**config.mk**
```make
export PLATFORM = sky130hd
export DESIGN_NAME = fltw_queue
export DESIGN_NICKNAME = d
export VERILOG_FILES = /design/src/fltw_pkg.sv /design/src/fltw_queue.sv
export SDC_FILE = /design/constraint.sdc
export NUM_CORES = 1
export LEC_CHECK = 0
export BUFFER_PORTS_ARGS = -buffer_cell sky130_fd_sc_hd__buf_2
export CAP_MARGIN = 10
export CORE_AREA = 2 2 122 153
export CTS_BUF_LIST = sky130_fd_sc_hd__clkbuf_4 sky130_fd_sc_hd__clkbuf_8
export DETAILED_ROUTE_END_ITERATION = 7
export DIE_AREA = 0 0 124 155
export PLACE_DENSITY_LB_ADDON = 0.05
export SYNTH_ARGS = -nofsm -noshare
export SYNTH_HDL_FRONTEND = slang
export SYNTH_SLANG_ARGS = --single-unit
```
**constraint.sdc**
```tcl
create_clock -name clock -period 7.5 [get_ports clock]
set_input_delay 0.75 -clock clock [delete_from_list [all_inputs] [get_ports clock]]
set_output_delay 0.75 -clock clock [all_outputs]
set_load 0.05 [all_outputs]
```
**src/fltw_pkg.sv**
```systemverilog
`default_nettype none

package fltw_pkg;

   // Store geometry
   localparam int TABLE_COUNT       = 8;
   localparam int LEVELS            = 4;
   localparam int ENTRIES_PER_TABLE = 512;
   localparam int INDEX_W           = 9;
   localparam int PAGE_SHIFT        = 12;
   localparam int STORE_DEPTH       = TABLE_COUNT * ENTRIES_PER_TABLE;
   localparam int FRAME_W           = (TABLE_COUNT > 1) ? $clog2(TABLE_COUNT) : 1;
   localparam int ADDR_W            = FRAME_W + INDEX_W;
   localparam int WIDE_W            = 16;
   localparam int ENTRY_W           = 64;
   localparam int VA_W              = 48;
   localparam int FIELD_W           = 40;
   localparam int FRAME_ADDR_W      = 52;
   localparam int ROOT_W            = 3;

   // Queue between front and back
   localparam int QUEUE_DEPTH = 2;
   localparam int QUEUE_PTR_W = $clog2(QUEUE_DEPTH);
   localparam int QUEUE_CNT_W = $clog2(QUEUE_DEPTH + 1);

   typedef logic [2:0] level_type;

   localparam level_type LEVEL_LAST = 3'd1;
   localparam level_type LEVEL_TOP  = 3'(LEVELS);
   localparam logic [FIELD_W-1:0] FRAME_LIMIT = FIELD_W'(TABLE_COUNT);
   localparam logic [WIDE_W-1:0]  INDEX_LIMIT = WIDE_W'(STORE_DEPTH);

   // Command codes
   localparam logic CMD_WRITE     = 1'b0;
   localparam logic CMD_TRANSLATE = 1'b1;

   typedef enum logic [1:0] {
      ST_OK          = 2'd0,
      ST_NOT_PRESENT = 2'd1,
      ST_OUTSIDE     = 2'd2
   } status_type;

   typedef enum logic {
      BK_IDLE,
      BK_WALK
   } back_state_type;

   typedef struct packed {
      logic                cmd;
      logic [VA_W-1:0]     virtual_address;
      logic [2:0]          stop_level;
      logic [11:0]         store_index;
      logic [ENTRY_W-1:0]  store_data;
   } req_type;

   typedef struct packed {
      status_type              status;
      level_type               fault_level;
      logic [ENTRY_W-1:0]      entry_value;
      logic [FRAME_ADDR_W-1:0] frame_address;
   } rsp_type;

   // Classified transaction handed from front to back
   typedef struct packed {
      logic                is_write;
      logic                write_ok;
      logic [ADDR_W-1:0]   write_addr;
      logic [ENTRY_W-1:0]  write_data;
      logic                root_fault;
      logic [FRAME_W-1:0]  root_frame;
      level_type           stop_level;
      logic [VA_W-1:0]     virtual_address;
   } cmd_type;

   // Pick the 9-bit table index of one level out of the virtual address
   function automatic logic [INDEX_W-1:0] level_index(input logic [VA_W-1:0] va,
                                                      input level_type level);
      logic [INDEX_W-1:0] idx;
      case (level)
         3'd1:    idx = va[20:12];
         3'd2:    idx = va[29:21];
         3'd3:    idx = va[38:30];
         default: idx = va[47:39];
      endcase
      return idx;
   endfunction

endpackage

`default_nettype wire

```
**src/fltw_queue.sv**
```systemverilog
`default_nettype none

module fltw_queue
   import fltw_pkg::*;
(
   input  wire logic    clock,
   input  wire logic    reset,
   input  wire logic    push,
   input  wire cmd_type push_cmd,
   input  wire logic    pop,
   output logic         full,
   output logic         head_valid,
   output cmd_type      head_cmd
);

   cmd_type                slot_ff [QUEUE_DEPTH];
   logic [QUEUE_PTR_W-1:0] wr_ptr_ff;
   logic [QUEUE_PTR_W-1:0] wr_ptr_in;
   logic [QUEUE_PTR_W-1:0] rd_ptr_ff;
   logic [QUEUE_PTR_W-1:0] rd_ptr_in;
   logic [QUEUE_CNT_W-1:0] count_ff;
   logic [QUEUE_CNT_W-1:0] count_in;
   logic                   do_push;
   logic                   do_pop;

   // Advance pointers and count
   always_comb begin
      full       = (count_ff == QUEUE_CNT_W'(QUEUE_DEPTH));
      head_valid = (count_ff != '0);
      head_cmd   = slot_ff[rd_ptr_ff];
      do_push    = push && !full;
      do_pop     = pop && head_valid;
      wr_ptr_in  = do_push ? wr_ptr_ff + 1'b1 : wr_ptr_ff;
      rd_ptr_in  = do_pop ? rd_ptr_ff + 1'b1 : rd_ptr_ff;
      count_in   = count_ff;
      if (do_push && !do_pop) begin
         count_in = count_ff + 1'b1;
      end else if (do_pop && !do_push) begin
         count_in = count_ff - 1'b1;
      end
   end

   always_ff @(posedge clock) begin
      if (reset) begin
         wr_ptr_ff <= '0;
         rd_ptr_ff <= '0;
         count_ff  <= '0;
      end else begin
         wr_ptr_ff <= wr_ptr_in;
         rd_ptr_ff <= rd_ptr_in;
         count_ff  <= count_in;
      end
   end

   // Store the pushed transaction
   always_ff @(posedge clock) begin
      if (do_push) begin
         slot_ff[wr_ptr_ff] <= push_cmd;
      end
   end

endmodule

`default_nettype wire

```
# Word level (Yosys, flattened, before mapping)
# Memories as Yosys holds them, arrays and structs flattened. A register that Yosys moved wholly into a read port is not among the register bits.
# Index checks and enable logic that the tools add are counted.
# classes
n_addsub,4
n_eq_ne,1
n_mux,6
reduce_logical,9
# ops
op,n
$logic_and 1x1->1,4
$mux 1,4
$mux 2,2
$reduce_bool 2->1,2
$logic_not 1->1,3
$add 1x1->1 const B,2
$add 2x1->2 const B,1
$eq 2x2->1 const B,1
$sub 2x1->2 const B,1
# word_totals
register_bits,4
ram_bits,266
inputBits,137
out_inout_bits,135
wordCells,24
memories,1
# memory_table
name,words,width,rd,rd_ports_with_merged_regs,wr,line_no,rtl
slot_ff,2,133,1,1,1,fltw_queue.sv:16,cmd_type slot_ff [QUEUE_DEPTH];

# Depth between registers and ports, before layout
# logic_depth
word_depth,7
mapped_depth,6
mapped_depth_nobuf,6

# Worst setup path before layout
# OpenSTA, ideal clock, no wires.
# synth_timing
path_type,in2reg
start,in push
end,mem slot_ff[1][0] (netlist bit) (enable)
setup_ns,0.509
arrival_ns,4.001
slack_ns,2.991
stages,3
n_path_buf,0
path_cell_list,inv_1 nor2_1 and2_1
# synth_between
elab_chain_cells,3
# synth_rtl
element,line_no,rtl
from (decl),fltw_queue.sv:8,"input wire logic push,"
$logic_and 1x1->1,fltw_queue.sv:31,do_push = push && !full;
net do_push,fltw_queue.sv:23,logic do_push;
$mux 1,fltw_queue.sv:57,if (do_push) begin
$mux 1 (not written as such),fltw_queue.sv:58,slot_ff[wr_ptr_ff] <= push_cmd;
to (decl),fltw_queue.sv:16,
# The timed path passes the listed nets, and every way through them passes these cells.

==> results.py <==
metrics = {
    "clock_network": {
        "cts.path.max_buffers": 3,
        "cts-root-buf": "clkbuf_8",
        "htreeDepth": 2,
        "clk_pin_slew_ns": 0.06,
        "cts_setup_buffers": 0,
        "hold_buffers": 0,
        "cts_sinks": 271,
        "cts_tree": "done",
        "clk_latency_ns": 0.52,
        "ctsResizeCount": 0,
        "numCtsBuffers": 41,
    },
    "route": {
        "routed_wl_mm": 18.7,
        "via_count": 5121,
        "drc": 0,
        "routed_via_density": 5.10,
        "drt_pre_antenna_iters": 4,
        "wl_per_cell_um": 18.6,
        "ant_nets": 0,
        "drt-initial-drc-count": 234,
    },
    "worst_setup_path": {
        "crit_slowest_cell": "dfxtp_4",
        "rr_startpoint": "count_ff[0]$_SDFFE_PP0P_",
        "cp_max_fo": 67,
        "crit_arrival_ns": 3.24,
        "cp_num_cells": 3,
        "cp.required_ns": 6.75,
        "cp_num_buf_inv": 2,
        "rr_worst_depth": 4,
        "path_class": "reg2out",
        "setup.worst_path.end_class": "output pin",
        "critPathMaxStageDelay_ns": 1.02,
        "critPathLaunchType": "register",
        "crit_chain": "buf_4 > mux2_2 > buf_2",
        "crit_family": "buffers and inverters",
        "critPathCapture": "head_cmd[116]",
        "reg2reg_slack_ns": 4.77,
        "rr_endpoint": "slot_ff[1][115]$_DFFE_PP_",
    },
    "floorplan": {
        "start_util_pct": 56.4,
        "ioPinCount": 272,
        "coreArea_sq_um": 17900,
        "fp.dieH_um": 155,
        "die-area_sq_um": 19200,
        "die_w_um": 124,
        "row_count": 55,
    },
    "layout": {
        "multiInputGateArea_sq_um": 1880,
        "n_fill_cell": 1250,
        "register_area_sq_um": 8090,
        "syn_to_final_growth_pct": 23.3,
        "drive_above_1_share_pct": 62.2,
        "nets": 879,
    },
    "outcome": {
        "outcome": "complete, no violations",
    },
    "yosys": {
        "synth_cells": 439,
        "ys_seq_area_share_pct": 80.1,
        "synth_top_area_share_pct": 79.1,
        "netlist_area_sq_um": 10100,
        "syn_nets": 577,
        "yosysTopAreaCell": "edfxtp_1",
        "synth_warnings": 0,
        "avgSynthCellArea_sq_um": 23.0,
        "netlist-cell-type-count": 16,
        "ys_ff_latch": 271,
        "synth_area_leaders": "edfxtp_1, mux2_4, mux2_2",
    },
    "sta": {
        "period_share_pct": 53.2,
        "period_minus_slack_ns": 3.99,
        "timing.final.ws_setup_ns": 3.51,
        "slew_violations": 0,
        "worst_pin_slew_ns": 1.21,
        "clock_skew_ns": 0.0159,
        "rsz0062_at_grt": "false",
        "timing.fmax_ghz": 0.251,
        "setup-violations-final": 0,
        "tns_ns": 0,
        "finalHoldViolCount": 0,
        "slew_headroom_pct": 19.5,
    },
    "placed_design": {
        "io_buffers": 271,
        "gp_congestion": 0.739,
        "dp_slack_ns": 4.02,
        "hpwl_mm": 12.3,
    },
    "flow_run": {
        "cap_viol_max_count": 0,
    },
    "power_and_ir_drop": {
        "ir_drop_mv": 0.246,
        "power_density_nw_per_um2": 395,
        "p_leak_uw": 0.00483,
    },
    "grt": {
        "grt_usage_pct": 18.9,
        "grt_overflow": 0,
        "grt_max_degree": 90,
        "grt_pass1_vias": 5476,
        "antenna_found_initial": 9,
        "grt_pass1_wl_mm": 27.1,
    },
    "hold_path": {
        "min_path_type": "in2reg",
    },
}
==> worst register-to-register path: cells and delay by family (launching register included) <==
kind          cells  cell delay [ns]
buf+inv           1             0.99
simple gates      3             0.79
flops             1             0.42
==> where the power goes <==
group,total (uW),internal [uW],leakage [uW],switching (uW)
sequential,2020,1910,0.00253,107
combinational,1750,529,0.00187,1220
clock,1150,642,0.000425,507
==> cell usage in the layout (no fill, tap or decap) <==
cell / instances
dfxtp_4: 1
clkbuf_8: 44
mux2_2: 63
clkbuf_4: 21
clkinv_2: 1
clkinv_1: 5
dfxtp_1: 4
buf_4: 3
mux2_4: 70
a21oi_1: 2
o21ai_0: 3
or2_2: 1
nor2b_2: 1
clkinvlp_4: 1
edfxtp_1: 266
inv_6: 1
and2_4: 1
inv_1: 1
ha_1: 1
nor2_1: 4
buf_2: 271
or3_1: 2
xor2_1: 3
diode_2: 7
==> how the worst min path moves through the flow <==
stage,startpoint,end,slack [ns],cells past startpoint
2_1_floorplan,wr_ptr_ff$_SDFFE_PP0P_,wr_ptr_ff$_SDFFE_PP0P_,0.45,2
3_3_place_gp,wr_ptr_ff$_SDFFE_PP0P_,wr_ptr_ff$_SDFFE_PP0P_,0.47,2
3_5_place_dp,rd_ptr_ff$_SDFFE_PP0P_,register,0.48,2
4_1_cts,push_cmd[9],slot_ff[0][9]$_DFFE_PP_,0.38,1
5_1_grt,push_cmd[30],slot_ff[1][30]$_DFFE_PP_,0.38,1
6_report,push_cmd[9],slot_ff[0][9]$_DFFE_PP_,0.41,1
==> registers in the layout, indices dropped and copies added, names as in the netlist, named ones only <==
register	flops
count_ff	2
rd_ptr_ff	1
slot_ff	266
wr_ptr_ff	1
==> cell families (layout without fill, tap and decap cells) <==
logic type / count (synthesis) / in the layout / share of synthesized area (%)
compound gates: 5 / 5 / 0.248
xor+xnor: 3 / 3 / 0.260
fa+ha+maj: 1 / 1 / 0.124
buf+inv: 17 / 348 / 1.38
flops: 271 / 271 / 80.1
mux: 133 / 133 / 17.4
other cells: 0 / 7 / 0
simple gates: 9 / 9 / 0.483
==> Yosys cell counts (all sizes together) <==
master  number
edfxtp     266
mux2       133
a21oi        2
and2         1
nor2         4
or2          1
ha           1
or3          2
dfxtp        5
nor2b        1
buf         15
o21ai        3
inv          2
xor2         3
==> layout make-up <==
| class | instances | area share [%] |
|---|---|---|
| multi-input combinational | 151 | 15.1 |
| inverter | 2 | 0.100 |
| clock buffer | 65 | 6.13 |
| antenna | 7 | 0.141 |
| timing repair buffer | 274 | 11.1 |
| tap | 228 | 2.29 |
| clock inverter | 7 | 0.251 |
| sequential | 271 | 65.0 |
==> routing by layer <==
metal  routed length, um  GRT usage [%]  share of wire (%)
met1                6760           20.8                 36
met2                9230           31.6                 49
met3                1920           7.59                 10
met4                 756           9.36                4.1
met5                   0              0                  0
==> stage by stage <==
| step | cell area, sq um | std cells | power (uW) | util (%) | hold WS [ns] |
|---|---|---|---|---|---|
| 6_report | 12500 | 1005 | 4910 | 69.6 | 0.410 |
| 4_1_cts | 12400 | 998 | 4970 | 69.5 | 0.376 |
| 2_1_floorplan | 10100 | 439 | 3490 | - | 0.452 |
| 3_5_place_dp | 11600 | 926 | 3810 | 65.1 | 0.485 |
| 5_1_grt | 12400 | 1002 | 5110 | 69.6 | 0.382 |
| 3_3_place_gp | 11600 | 926 | 3790 | 65.1 | 0.471 |
No activity file was read; power rests on OpenSTA's default activity.
