File: src/fltw_pkg.sv
`default_nettype none

package fltw_pkg;

   // Store geometry
   localparam int TABLE_COUNT       = 8;
   localparam int LEVELS            = 4;
   localparam int ENTRIES_PER_TABLE = 512;
   localparam int INDEX_W           = 9;
   localparam int PAGE_SHIFT        = 12;
   localparam int STORE_DEPTH       = TABLE_COUNT * ENTRIES_PER_TABLE;
   localparam int FRAME_W           = (TABLE_COUNT > 1) ? $clog2(TABLE_COUNT) : 1;
   localparam int ADDR_W            = FRAME_W + INDEX_W;
   localparam int WIDE_W            = 16;
   localparam int ENTRY_W           = 64;
   localparam int VA_W              = 48;
   localparam int FIELD_W           = 40;
   localparam int FRAME_ADDR_W      = 52;
   localparam int ROOT_W            = 3;

   // Queue between front and back
   localparam int QUEUE_DEPTH = 2;
   localparam int QUEUE_PTR_W = $clog2(QUEUE_DEPTH);
   localparam int QUEUE_CNT_W = $clog2(QUEUE_DEPTH + 1);

   typedef logic [2:0] level_type;

   localparam level_type LEVEL_LAST = 3'd1;
   localparam level_type LEVEL_TOP  = 3'(LEVELS);
   localparam logic [FIELD_W-1:0] FRAME_LIMIT = FIELD_W'(TABLE_COUNT);
   localparam logic [WIDE_W-1:0]  INDEX_LIMIT = WIDE_W'(STORE_DEPTH);

   // Command codes
   localparam logic CMD_WRITE     = 1'b0;
   localparam logic CMD_TRANSLATE = 1'b1;

   typedef enum logic [1:0] {
      ST_OK          = 2'd0,
      ST_NOT_PRESENT = 2'd1,
      ST_OUTSIDE     = 2'd2
   } status_type;

   typedef enum logic {
      BK_IDLE,
      BK_WALK
   } back_state_type;

   typedef struct packed {
      logic                cmd;
      logic [VA_W-1:0]     virtual_address;
      logic [2:0]          stop_level;
      logic [11:0]         store_index;
      logic [ENTRY_W-1:0]  store_data;
   } req_type;

   typedef struct packed {
      status_type              status;
      level_type               fault_level;
      logic [ENTRY_W-1:0]      entry_value;
      logic [FRAME_ADDR_W-1:0] frame_address;
   } rsp_type;

   // Classified transaction handed from front to back
   typedef struct packed {
      logic                is_write;
      logic                write_ok;
      logic [ADDR_W-1:0]   write_addr;
      logic [ENTRY_W-1:0]  write_data;
      logic                root_fault;
      logic [FRAME_W-1:0]  root_frame;
      level_type           stop_level;
      logic [VA_W-1:0]     virtual_address;
   } cmd_type;

   // Pick the 9-bit table index of one level out of the virtual address
   function automatic logic [INDEX_W-1:0] level_index(input logic [VA_W-1:0] va,
                                                      input level_type level);
      logic [INDEX_W-1:0] idx;
      case (level)
         3'd1:    idx = va[20:12];
         3'd2:    idx = va[29:21];
         3'd3:    idx = va[38:30];
         default: idx = va[47:39];
      endcase
      return idx;
   endfunction

endpackage

`default_nettype wire

File: src/fltw_front.sv
`default_nettype none

module fltw_front
   import fltw_pkg::*;
(
   input  wire logic              clock,
   input  wire logic              reset,
   input  wire logic              start,
   input  wire logic              queue_full,
   input  wire req_type           req_data,
   input  wire logic              csr_we,
   input  wire logic [ROOT_W-1:0] csr_wdata,
   output logic                   push,
   output cmd_type                push_cmd
);

   logic [ROOT_W-1:0] root_frame_ff;
   logic [ROOT_W-1:0] root_frame_in;
   logic [WIDE_W-1:0] index_wide;
   level_type         stop_clamped;

   // Hold the root frame register
   always_comb begin
      root_frame_in = csr_we ? csr_wdata : root_frame_ff;
   end

   always_ff @(posedge clock) begin
      if (reset) begin
         root_frame_ff <= '0;
      end else begin
         root_frame_ff <= root_frame_in;
      end
   end

   // Clamp the stop level into 1..4
   always_comb begin
      if (req_data.stop_level < LEVEL_LAST) begin
         stop_clamped = LEVEL_LAST;
      end else if (req_data.stop_level > LEVEL_TOP) begin
         stop_clamped = LEVEL_TOP;
      end else begin
         stop_clamped = req_data.stop_level;
      end
   end

   // Classify the incoming transaction
   always_comb begin
      index_wide               = WIDE_W'(req_data.store_index);
      push                     = start && !queue_full;
      push_cmd.is_write        = (req_data.cmd == CMD_WRITE);
      push_cmd.write_ok        = (index_wide < INDEX_LIMIT);
      push_cmd.write_addr      = index_wide[ADDR_W-1:0];
      push_cmd.write_data      = req_data.store_data;
      push_cmd.root_fault      = (FIELD_W'(root_frame_ff) >= FRAME_LIMIT);
      push_cmd.root_frame      = FRAME_W'(root_frame_ff);
      push_cmd.stop_level      = stop_clamped;
      push_cmd.virtual_address = req_data.virtual_address;
   end

endmodule

`default_nettype wire

File: config.mk
export PLATFORM = sky130hd
export DESIGN_NAME = fltw_front
export DESIGN_NICKNAME = d
export VERILOG_FILES = /design/src/fltw_pkg.sv /design/src/fltw_front.sv
export SDC_FILE = /design/constraint.sdc
export NUM_CORES = 1
export LEC_CHECK = 0
export BUFFER_PORTS_ARGS = -buffer_cell sky130_fd_sc_hd__buf_2
export CAP_MARGIN = 30
export CELL_PAD_IN_SITES_DETAIL_PLACEMENT = 0
export CELL_PAD_IN_SITES_GLOBAL_PLACEMENT = 1
export CORE_AREA = 2 2 104 106
export DETAILED_ROUTE_END_ITERATION = 8
export DIE_AREA = 0 0 106 108
export GPL_TIMING_DRIVEN = 0
export PLACE_DENSITY = 0.88
export SYNTH_ARGS = -nofsm -noshare
export SYNTH_HDL_FRONTEND = slang
export SYNTH_SLANG_ARGS = --single-unit
File: constraint.sdc
create_clock -name clock -period 1.8 [get_ports clock]
set_clock_uncertainty 0.2 [all_clocks]
set_input_delay 0.18 -clock clock [delete_from_list [all_inputs] [get_ports clock]]
set_output_delay 0.18 -clock clock [all_outputs]
set_load 0.005 [all_outputs]
* Word level (Yosys, flattened, before mapping) *
Index checks and enable logic that the tools add are counted.

word-level totals
  bits in registers = 3
  bits in latches = 0
  bits in writable memories = 0
  memory bits (read-only) = 0
  input port bits = 136
  output and inout port bits = 134
  word-level logic and storage cells = 8
  memories kept = 0

cells by class
  add/subtract/negate cells = 0
  multipliers = 0
  divide/modulo/power cells = 0
  magnitude comparators = 2
  equal/unequal tests = 0
  shifts and indexed selects = 0
  muxes and demuxes = 2
  bitwise logic cells = 1
  reduce and logical (&&, ||, !) cells = 2

operators by type and width
  kind                  count
  $mux W3               2
  $gt A3 B3 Y1 const B  1
  $lt A3 B1 Y1 const B  1
  $logic_and A1 B1 Y1   1
  $logic_not A1 Y1      1
  $not A1 Y1            1

* Depth between registers and ports, before layout *
Gate-level depths: netlist (run 1).

  word-level depth = 3
  gate-level depth with buffers = 2

* Worst setup path after synthesis (run 1) *
Ideal clock, no wire load.

  kind = register -> register
  start = register, netlist name root_frame_ff[0]
  end = register root_frame_ff[0]
  library setup time = 0.114 ns
  arrival time = 0.450 ns
  required time = 1.486 ns
  slack = 1.036 ns
  stages on the path, launching flop included = 3
  period minus slack after synthesis = 0.764 ns
  cell sequence = dfxtp_1 -> mux2i_1 -> nor2_1

RTL lines
  what                  line              RTL
  end signal, assigned  fltw_front.sv:31  root_frame_ff <= root_frame_in;
  end, declared         fltw_front.sv:17  logic [ROOT_W-1:0] root_frame_ff;

* Final worst setup path (run 1) *
  start = register root_frame_ff[2]
  end = output port push_cmd[53] in the netlist's numbering

RTL lines
  what           line              RTL
  end, declared  fltw_front.sv:14  output cmd_type push_cmd

No word-level cell between the ends.

==> results of run 1 <==
-- synthesized netlist by cell type --
cell | n | area (um2)
clkbuf_1 | 1 | 3.75
a21oi_1 | 1 | 5.00
nor2_1 | 3 | 11.3
inv_1 | 2 | 7.51
nor2b_1 | 2 | 12.5
conb_1 | 2 | 7.51
buf_4 | 126 | 946
mux2i_1 | 3 | 30.0
dfxtp_1 | 3 | 60.1
-- layout make-up --
type	count	area, um2	share of cell area [%]
Clock buffer	4	45.0	2.22
Tap cell	136	170	8.40
Inverter	2	7.51	0.370
Buffer	127	950	46.9
Sequential cell	3	60.1	2.96
Multi-Input combinational cell	11	66.3	3.27
Timing Repair Buffer	144	726	35.8
Antenna cell	1	2.50	0.123
-- final timing paths --
path	to	slack (ns)	cells after the start
max reg2reg	root_frame_ff[1]	1.00	2
max	push_cmd[53]	0.75	1
min reg2reg	root_frame_ff[0]	0.31	2
min	root_frame_ff[0]	0.008	3
-- cell families after synthesis --
family | Yosys count | synth area share (%)
buf+inv | 129 | 88.3
compound gates | 1 | 0.461
simple gates | 5 | 2.19
flops | 3 | 5.54
mux | 3 | 2.77
other cells | 2 | 0.693
-- metrics by stage --
| stage | instances | instance area, um2 | util [%] | power (uW) |
|---|---|---|---|---|
| 6_report | 428 | 2030 | 19.8 | 681 |
| 5_1_grt | 427 | 2020 | 19.8 | 726 |
| 4_1_cts | 427 | 2020 | 19.8 | 689 |
| 3_5_place_dp | 422 | 1970 | 19.2 | 486 |
| 3_3_place_gp | 422 | 1970 | 19.2 | 483 |
| 2_1_floorplan | 143 | 1080 | - | 312 |
-- power by group through the flow --
stage / Sequential (uW) / Combinational, uW / Clock, uW
after floorplan: 74.1 / 238 / 0
after global routing: 73.7 / 441 / 211
after CTS: 73.3 / 414 / 201
after detailed placement: 74.0 / 412 / 0
after global placement: 73.5 / 409 / 0
final: 73.3 / 407 / 200
-- routing by layer --
layer / wire length (um) / up-vias / track usage (%)
li1: - / 597 / -
met2: 2560 / 158 / 13.8
met3: 697 / 6 / 2.53
met4: 48 / 2 / 1.88
met5: 13 / - / 0
met1: 1340 / 546 / 5.63
-- timing repair --
item                      in CTS  in global routing
hold endpoints to repair       3                  0
resized for setup              0                  0
hold buffers                   1                  0
==> summary.txt, run 1 <==
DRC Markers -> 0
vias in the first global route -> 1,260
largest net degree at the start of global routing -> 4
crit path launch type -> flip-flop
Post-Syn Area -> 1080 um2
Tmin final -> 1.05 ns
worst-path fanout max -> 2
die extent in y -> 108 um
row cnt -> 37
gr ovfl total -> 0
clock-pin slew on the worst setup and hold paths -> 0.04 ns
Post-Syn Area per Cell -> 7.58 um2
post-CTS setup buffers -> 0
most common cell after layout, fill and taps aside -> buf_2
die width -> 106 um
Sw Ratio -> 25.6%
fmax -> 955 MHz
Fin. Hold Viols -> 0
Seq pwr share -> 10.8%
Top Registers -> root_frame_ff (3)
HP Class -> input pin to flip-flop
most frequent cells in the layout -> buf_2 (143), buf_4 (126)
TritonCTS clock tree -> yes
TNS Setup -> 0 ns
Final Cycle Share -> 58.2%
Netlist cell types -> 9
CTS root buffer -> clkbuf_8
Min Hold Slack -> 0.00825 ns
P_leak -> 0.00127 uW
routed vias -> 1,309
Critical Path Max Stage Delay -> 0.33 ns
WS Path Type -> flip-flop to output port
post-synthesis sequential area ratio -> 5.54%
Synth Instances -> 143
Detailed Place HPWL -> 4460 um
Avg WL per Cell -> 10.9 um
Fillers -> 1,127
Setup crit start -> root_frame_ff[2]
total wire length -> 4660 um
Slowest cell on crit path -> dfxtp_1
Clock Power Share -> 29.4%
reg2reg start -> root_frame_ff[1]
warnings from Yosys -> 0
Net Sw Power -> 174 uW
H-tree depth -> 1
pre-CTS setup slack -> 0.831 ns
Boundary Pins -> 270
run status -> finished, final reports clean
critical path's top delay family -> flip-flops
Worst Setup End Kind -> output port
Comb pwr share -> 59.8%
Cell Int Power -> 507 uW
core area -> 10,200 um2
syn nets -> 279
initial core utilization -> 10.6%
IO Port Bufs -> 143
Antenna Violating Nets Remaining -> 0
Clock Sinks -> 3
Iteration-0 DRC Markers -> 13
Vias/cell -> 3.06
Setup Viol. Count Final -> 0
Max Slew Vio Count -> 0
routability cong. -> 0.821
max reg flops -> 3
Worst Setup Slack, final -> 0.753 ns
worst vdd ir -> 0.425 mV
worst path buffer plus inverter count -> 1
#FFs+latches synth -> 3
pwr/cell area -> 336 nW/um2
ratio of cells with drive above 1 in the final layout -> 93.5%
Total GRT Usage -> 6.56%
CP arrival -> 0.67 ns
Area Overhead vs Synth -> 87.1%
clock network latency to the later pin of the worst-skew pair -> 0.21 ns
clock buffer count from CTS -> 3
cells along the critical path -> buf_2
initial antenna violation count -> 2
global-route wire length before repair -> 5860 um
RSZ-0062 raised after global routing -> false
HP Start -> csr_wdata[0]
Layout Nets -> 428
max_cap viols -> 0
die area -> 11,400 um2
CP required -> 1.42 ns
Reg with most FFs -> root_frame_ff
CTS max path bufs -> 2
first-pass detailed-route iteration total -> 4
Note: power is estimated with default switching activity, not from simulation.
==> run 2: changes to the inputs <==
--- a/config.mk
+++ b/config.mk
@@ -9,9 +9,9 @@
 export CAP_MARGIN = 30
 export CELL_PAD_IN_SITES_DETAIL_PLACEMENT = 0
 export CELL_PAD_IN_SITES_GLOBAL_PLACEMENT = 1
-export CORE_AREA = 2 2 104 106
+export CORE_MARGIN = 2
+export CORE_UTILIZATION = 10
 export DETAILED_ROUTE_END_ITERATION = 8
-export DIE_AREA = 0 0 106 108
 export GPL_TIMING_DRIVEN = 0
 export PLACE_DENSITY = 0.88
 export SYNTH_ARGS = -nofsm -noshare
==> constraint.sdc (replaced) <==
create_clock -name clock -period 0.88 [get_ports clock]
set_clock_uncertainty 0.2 [all_clocks]
set_input_delay 0.088 -clock clock [delete_from_list [all_inputs] [get_ports clock]]
set_output_delay 0.088 -clock clock [all_outputs]
set_load 0.005 [all_outputs]
==> summary.txt, run 2 (synthesized netlist as in run 1, its figures left out) <==
Slowest cell on crit path -> dfxtp_2
Area Overhead vs Synth -> 88.5%
critical path's top delay family -> flip-flops
Detailed Place HPWL -> 3670 um (-18%)
most common cell after layout, fill and taps aside -> buf_2
vias in the first global route -> 966 (-23%)
met3 Track Usage GR -> 0.784% (-1.7 points)
GR Util met1 -> 4.63% (-1.0 points)
die extent in y -> 108 um (about the same)
Min Hold Slack -> -0.146 ns (-0.155 ns)
DRC Markers -> 0 (unchanged)
Tmin final -> 0.928 ns
H-tree depth -> 1 (unchanged)
ratio of cells with drive above 1 in the final layout -> 94.8% (+1.4 points)
Worst Setup End Kind -> output port
Setup Viol. Count Final -> 3 (+3)
Fillers -> 1,240 (+10%)
Total GRT Usage -> 4.88% (-1.7 points)
met2 Track Usage GR -> 10.9% (-2.9 points)
cells along the critical path -> buf_6
clock-pin slew on the worst setup and hold paths -> 0.03 ns (about the same)
CTS root buffer -> clkbuf_8
violated checks -> hold timing, setup timing
total wire length -> 3860 um (-17%)
P_leak -> 0.00127 uW (about the same)
max reg flops -> 3 (unchanged)
Critical Path Max Stage Delay -> 0.32 ns (about the same)
GRT Max-Usage Layer -> met2
pwr/cell area -> 676 nW/um2 (+100%)
WS Path Type -> flip-flop to output port
Avg WL per Cell -> 8.97 um (-18%)
Max Slew Vio Count -> 0 (unchanged)
Min-Delay Path Depth -> 2 (-1)
routability cong. -> 0.690 (-16%)
Final Cycle Share -> 105%
CP arrival -> 0.64 ns (-0.03 ns)
final instance area -> 2040 um2 (+0.74%)
Iteration-0 DRC Markers -> 8 (-5)
core area -> 10,700 um2 (+4.6%)
total power -> 1380 uW (+100%)
Antenna Violating Nets Remaining -> 0 (unchanged)
global-route wire length before repair -> 4460 um (-24%)
crit path launch type -> flip-flop
Layout Nets -> 427 (-0.23%)
most frequent cells in the layout -> buf_2 (140), buf_4 (126)
row cnt -> 38 (+2.7%)
post-CTS setup buffers -> 0 (unchanged)
IO Port Bufs -> 143 (unchanged)
worst path buffer plus inverter count -> 1 (unchanged)
TNS Setup -> -0.130 ns (-0.130 ns)
Vias/cell -> 2.87 (-6.2%)
routed vias -> 1,233 (-5.8%)
run status -> complete, but fails checks
gr ovfl total -> 0 (unchanged)
die width -> 108 um (+2.0%)
largest net degree at the start of global routing -> 4 (unchanged)
CP required -> 0.59 ns (-0.83 ns)
CTS max path bufs -> 2 (unchanged)
DP Area -> 1970 um2 (+0.25%)
Clock Sinks -> 3 (unchanged)
cell depth of the worst flop-to-flop path -> 2 (unchanged)
initial core utilization -> 10.1% (-0.46 points)
die area -> 11,700 um2 (+2.1%)
WP depth -> 1 (unchanged)
TritonCTS clock tree -> yes
first-pass detailed-route iteration total -> 4 (unchanged)
initial antenna violation count -> 0 (-2)
clock buffer count from CTS -> 3 (unchanged)
max_cap viols -> 0 (unchanged)
clock network latency to the later pin of the worst-skew pair -> 0.21 ns (about the same)
Worst Setup Slack, final -> -0.0478 ns (-0.801 ns)
worst-path fanout max -> 2 (unchanged)
Reg with most FFs -> root_frame_ff
pre-CTS setup slack -> 0.0907 ns (-0.740 ns)
Fin. Hold Viols -> 3 (+3)
worst vdd ir -> 0.839 mV (+98%)
fmax -> 1080 MHz
Boundary Pins -> 270 (unchanged)
RSZ-0062 raised after global routing -> true
Antenna diodes -> 0 (-1)
HP Class -> input pin to flip-flop
Top Registers -> root_frame_ff (3)
==> run 2: timing repair <==
item | CTS | global route
endpoints found under the hold margin | 3 | 3
setup endpoints to repair | 3 | 3
resized for setup | 6 | 0
==> run 2: worst paths after layout <==
path	start	slack [ns]	endpoint
max reg2reg	root_frame_ff[2]	0.08	root_frame_ff[2]
max	root_frame_ff[2]	-0.05	push_cmd[53]
min reg2reg	root_frame_ff[0]	0.29	root_frame_ff[0]
min	reset	-0.15	root_frame_ff[0]
==> run 2: through the flow <==
stage,cells,util (%),hold WS [ns]
2_1_floorplan,143,-,-0.0396
3_3_place_gp,426,18.5,0.0814
3_5_place_dp,426,18.5,0.0813
4_1_cts,430,19.1,-0.146
5_1_grt,430,19.1,-0.144
6_report,430,19.1,-0.146
==> run 2: metal layers <==
| layer | share of wire (%) | wire length, um |
|---|---|---|
| met3 | 17 | 659 |
| met5 | 0 | 0 |
| met1 | 29 | 1110 |
| met2 | 54 | 2090 |
| met4 | 0 | 0 |
==> run 2: where the power goes <==
part | internal, uW | switching, uW
Combinational | 587 | 241
Clock | 309 | 89.9
Sequential | 147 | 5.55
==> run 2: area by class of cell <==
class	instances	area, um2	share of cell area (%)
tap	140	175	8.58
buffer	127	950	46.5
inverter	2	7.51	0.368
clock buffer	4	45.0	2.21
sequential	3	63.8	3.12
multi-input combinational	11	66.3	3.25
timing repair buffer	143	734	36.0
==> run 3: changes to the inputs <==
--- a/config.mk
+++ b/config.mk
@@ -5,10 +5,12 @@
 export SDC_FILE = /design/constraint.sdc
 export NUM_CORES = 1
 export LEC_CHECK = 0
+export ABC_AREA = 1
 export BUFFER_PORTS_ARGS = -buffer_cell sky130_fd_sc_hd__buf_2
 export CAP_MARGIN = 30
 export CELL_PAD_IN_SITES_DETAIL_PLACEMENT = 0
 export CELL_PAD_IN_SITES_GLOBAL_PLACEMENT = 1
+export CORE_ASPECT_RATIO = 0.8
 export CORE_MARGIN = 2
 export CORE_UTILIZATION = 10
 export DETAILED_ROUTE_END_ITERATION = 8
==> summary.txt, run 3 <==
CP arrival -> 0.64 ns (about the same)
Post-Syn Area -> 1100 um2 (+1.8%)
Avg WL per Cell -> 9.32 um (+3.9%)
DRC Markers -> 0 (unchanged)
Detail Route met2 WL -> 1920 um (-8.0%)
Worst Setup End Kind -> output port
CP required -> 0.59 ns (about the same)
most common cell after layout, fill and taps aside -> buf_2
CTS max path bufs -> 2 (unchanged)
Fin. Hold Viols -> 3 (unchanged)
clock network latency to the later pin of the worst-skew pair -> 0.22 ns (about the same)
Area Overhead vs Synth -> 89.2%
run status -> complete, but fails checks
fmax -> 1070 MHz (-0.29%)
Total GRT Usage -> 5.85% (+0.96 points)
Async S/R FF share, synth -> 0% (unchanged)
Tmin final -> 0.931 ns (+0.00273 ns)
Slowest cell on crit path -> dfxtp_2
HP Class -> input pin to flip-flop
Netlist cell types -> 7 (-2)
Antenna Violating Nets Remaining -> 0 (unchanged)
cells along the critical path -> buf_2
post-route insts no fill -> 446 (+3.7%)
die area -> 11,900 um2 (+1.8%)
crit path launch type -> flip-flop
Yosys top cell by area -> buf_4
main flop type after synthesis -> dfxtp_1
#FFs+latches synth -> 3 (unchanged)
Detailed Place HPWL -> 3950 um (+7.6%)
Post-Syn Area per Cell -> 7.12 um2 (-6.0%)
ratio of cells with drive above 1 in the final layout -> 91.1% (-3.8 points)
first-pass detailed-route iteration total -> 3 (-1)
Final Cycle Share -> 106% (+0.31 points)
initial antenna violation count -> 0 (unchanged)
max reg flops -> 3 (unchanged)
gr ovfl total -> 0 (unchanged)
Top Registers -> root_frame_ff (3)
CTS root buffer -> clkbuf_16
clock-pin slew on the worst setup and hold paths -> 0.03 ns (about the same)
Critical Path Max Stage Delay -> 0.30 ns (-0.02 ns)
P_leak -> 0.00132 uW (+3.6%)
most numerous cell in the Yosys netlist -> buf_4
max_cap viols -> 0 (unchanged)
Highest Signal Layer -> met4
syn nets -> 291 (+4.3%)
Fillers -> 1,237 (-0.24%)
RSZ-0062 raised after global routing -> true
worst path buffer plus inverter count -> 1 (unchanged)
Synth Instances -> 155 (+8.4%)
total power -> 1710 uW (+24%)
fin util -> 19.3% (+0.24 points)
vias in the first global route -> 1,045 (+8.2%)
core area -> 10,800 um2 (+1.0%)
Min Hold Slack -> -0.0805 ns (+0.0658 ns)
Layout Nets -> 439 (+2.8%)
IO Port Bufs -> 143 (unchanged)
worst vdd ir -> 0.718 mV (-14%)
die extent in y -> 98.0 um (-9.4%)
most frequent cells in the layout -> buf_2 (142), buf_4 (126), nor2_1 (10), inv_1 (7), nand2_1 (6)
Vias/cell -> 2.69 (-6.3%)
Antenna diodes -> 0 (unchanged)
Clock Sinks -> 3 (unchanged)
WS Path Type -> flip-flop to output port
Reg with most FFs -> root_frame_ff
post-synthesis sequential area ratio -> 5.44% (-0.10 points)
top cells by count, synth -> buf_4 (126), nor2_1 (10), inv_1 (7)
Iteration-0 DRC Markers -> 24 (+16)
global-route wire length before repair -> 5510 um (+24%)
violated checks -> hold timing, setup timing
Worst Setup Slack, final -> -0.0505 ns (-0.00273 ns)
routed vias -> 1,198 (-2.8%)
H-tree depth -> 1 (unchanged)
Max Slew Vio Count -> 0 (unchanged)
total wire length -> 4160 um (+7.8%)
largest net degree at the start of global routing -> 7 (+3)
clock buffer count from CTS -> 3 (unchanged)
worst-path fanout max -> 2 (unchanged)
initial core utilization -> 10.2% (+0.084 points)
routed metal-1 wire length -> 1890 um (+71%)
TNS Setup -> -0.147 ns (-0.0169 ns)
critical path's top delay family -> flip-flops
TritonCTS clock tree -> yes
placed cells -> 442 (+3.8%)
Boundary Pins -> 270 (unchanged)
row cnt -> 34 (-11%)
die width -> 121 um (+12%)
Setup Viol. Count Final -> 3 (unchanged)
synth top area cells -> buf_4 (86%), dfxtp_1 (5.4%), nor2_1 (3.4%)
met3 wire length -> 322 um (-51%)
routability cong. -> 0.873 (+26%)
share of the synthesized area in the top cell type -> 85.7% (-1.6 points)
pwr/cell area -> 821 nW/um2 (+21%)
Post-synth EDFFs -> 0 (unchanged)
warnings from Yosys -> 0 (unchanged)
## run 3: per-stage QoR
stage	worst slack, ns	cell area [um2]
2_1_floorplan	0.137	1100
5_1_grt	-0.0683	2090
4_1_cts	-0.0613	2090
3_3_place_gp	0.106	2000
3_5_place_dp	0.116	2000
6_report	-0.0505	2090
## run 3: logic make-up after synthesis
group / synth area share, %
AND/OR/NAND/NOR: 5.44
other: 0.681
buffers and inverters: 88.4
flip-flops: 5.44
## run 3: timing repair
item / CTS / global route
endpoints found under the hold margin: 3 / 3
buffers inserted: 0 / 0
endpoints found under the setup margin: 3 / 3
cloned: 0 / 0
gates resized for setup: 4 / 0
## run 3: path summary, 6_finish.rpt
check                                       from                to  slack, ns  depth (start not counted)
worst max-delay path            root_frame_ff[1]      push_cmd[52]      -0.05                          1
worst min register to register  root_frame_ff[2]  root_frame_ff[2]       0.26                          2
worst max register to register  root_frame_ff[1]  root_frame_ff[1]       0.13                          2
worst min-delay path                       reset  root_frame_ff[1]      -0.08                          4
## run 3: layout make-up
type	instances	area (um2)	area share, %
buffer	127	950	45.5
timing repair buffer	143	722	34.6
tap	144	180	8.63
clock buffer	4	78.8	3.77
multi-input combinational	18	67.6	3.24
sequential	3	63.8	3.06
inverter	7	26.3	1.26
## run 3: routing by layer
metal | vias to the layer above | global-route usage [%]
met5 | - | 0
met4 | 0 | 1.33
met3 | 2 | 1.46
met2 | 68 | 7.78
met1 | 507 | 9.19
li1 | 621 | -
## run 3: where the power goes
| part | leakage, uW | switching [uW] | total, uW | internal [uW] |
|---|---|---|---|---|
| logic | 0.00125 | 265 | 848 | 583 |
| clock network | 0.0000382 | 115 | 712 | 597 |
| registers | 0.0000258 | 4.79 | 153 | 149 |
| total | 0.00132 | 385 | 1710 | 1330 |
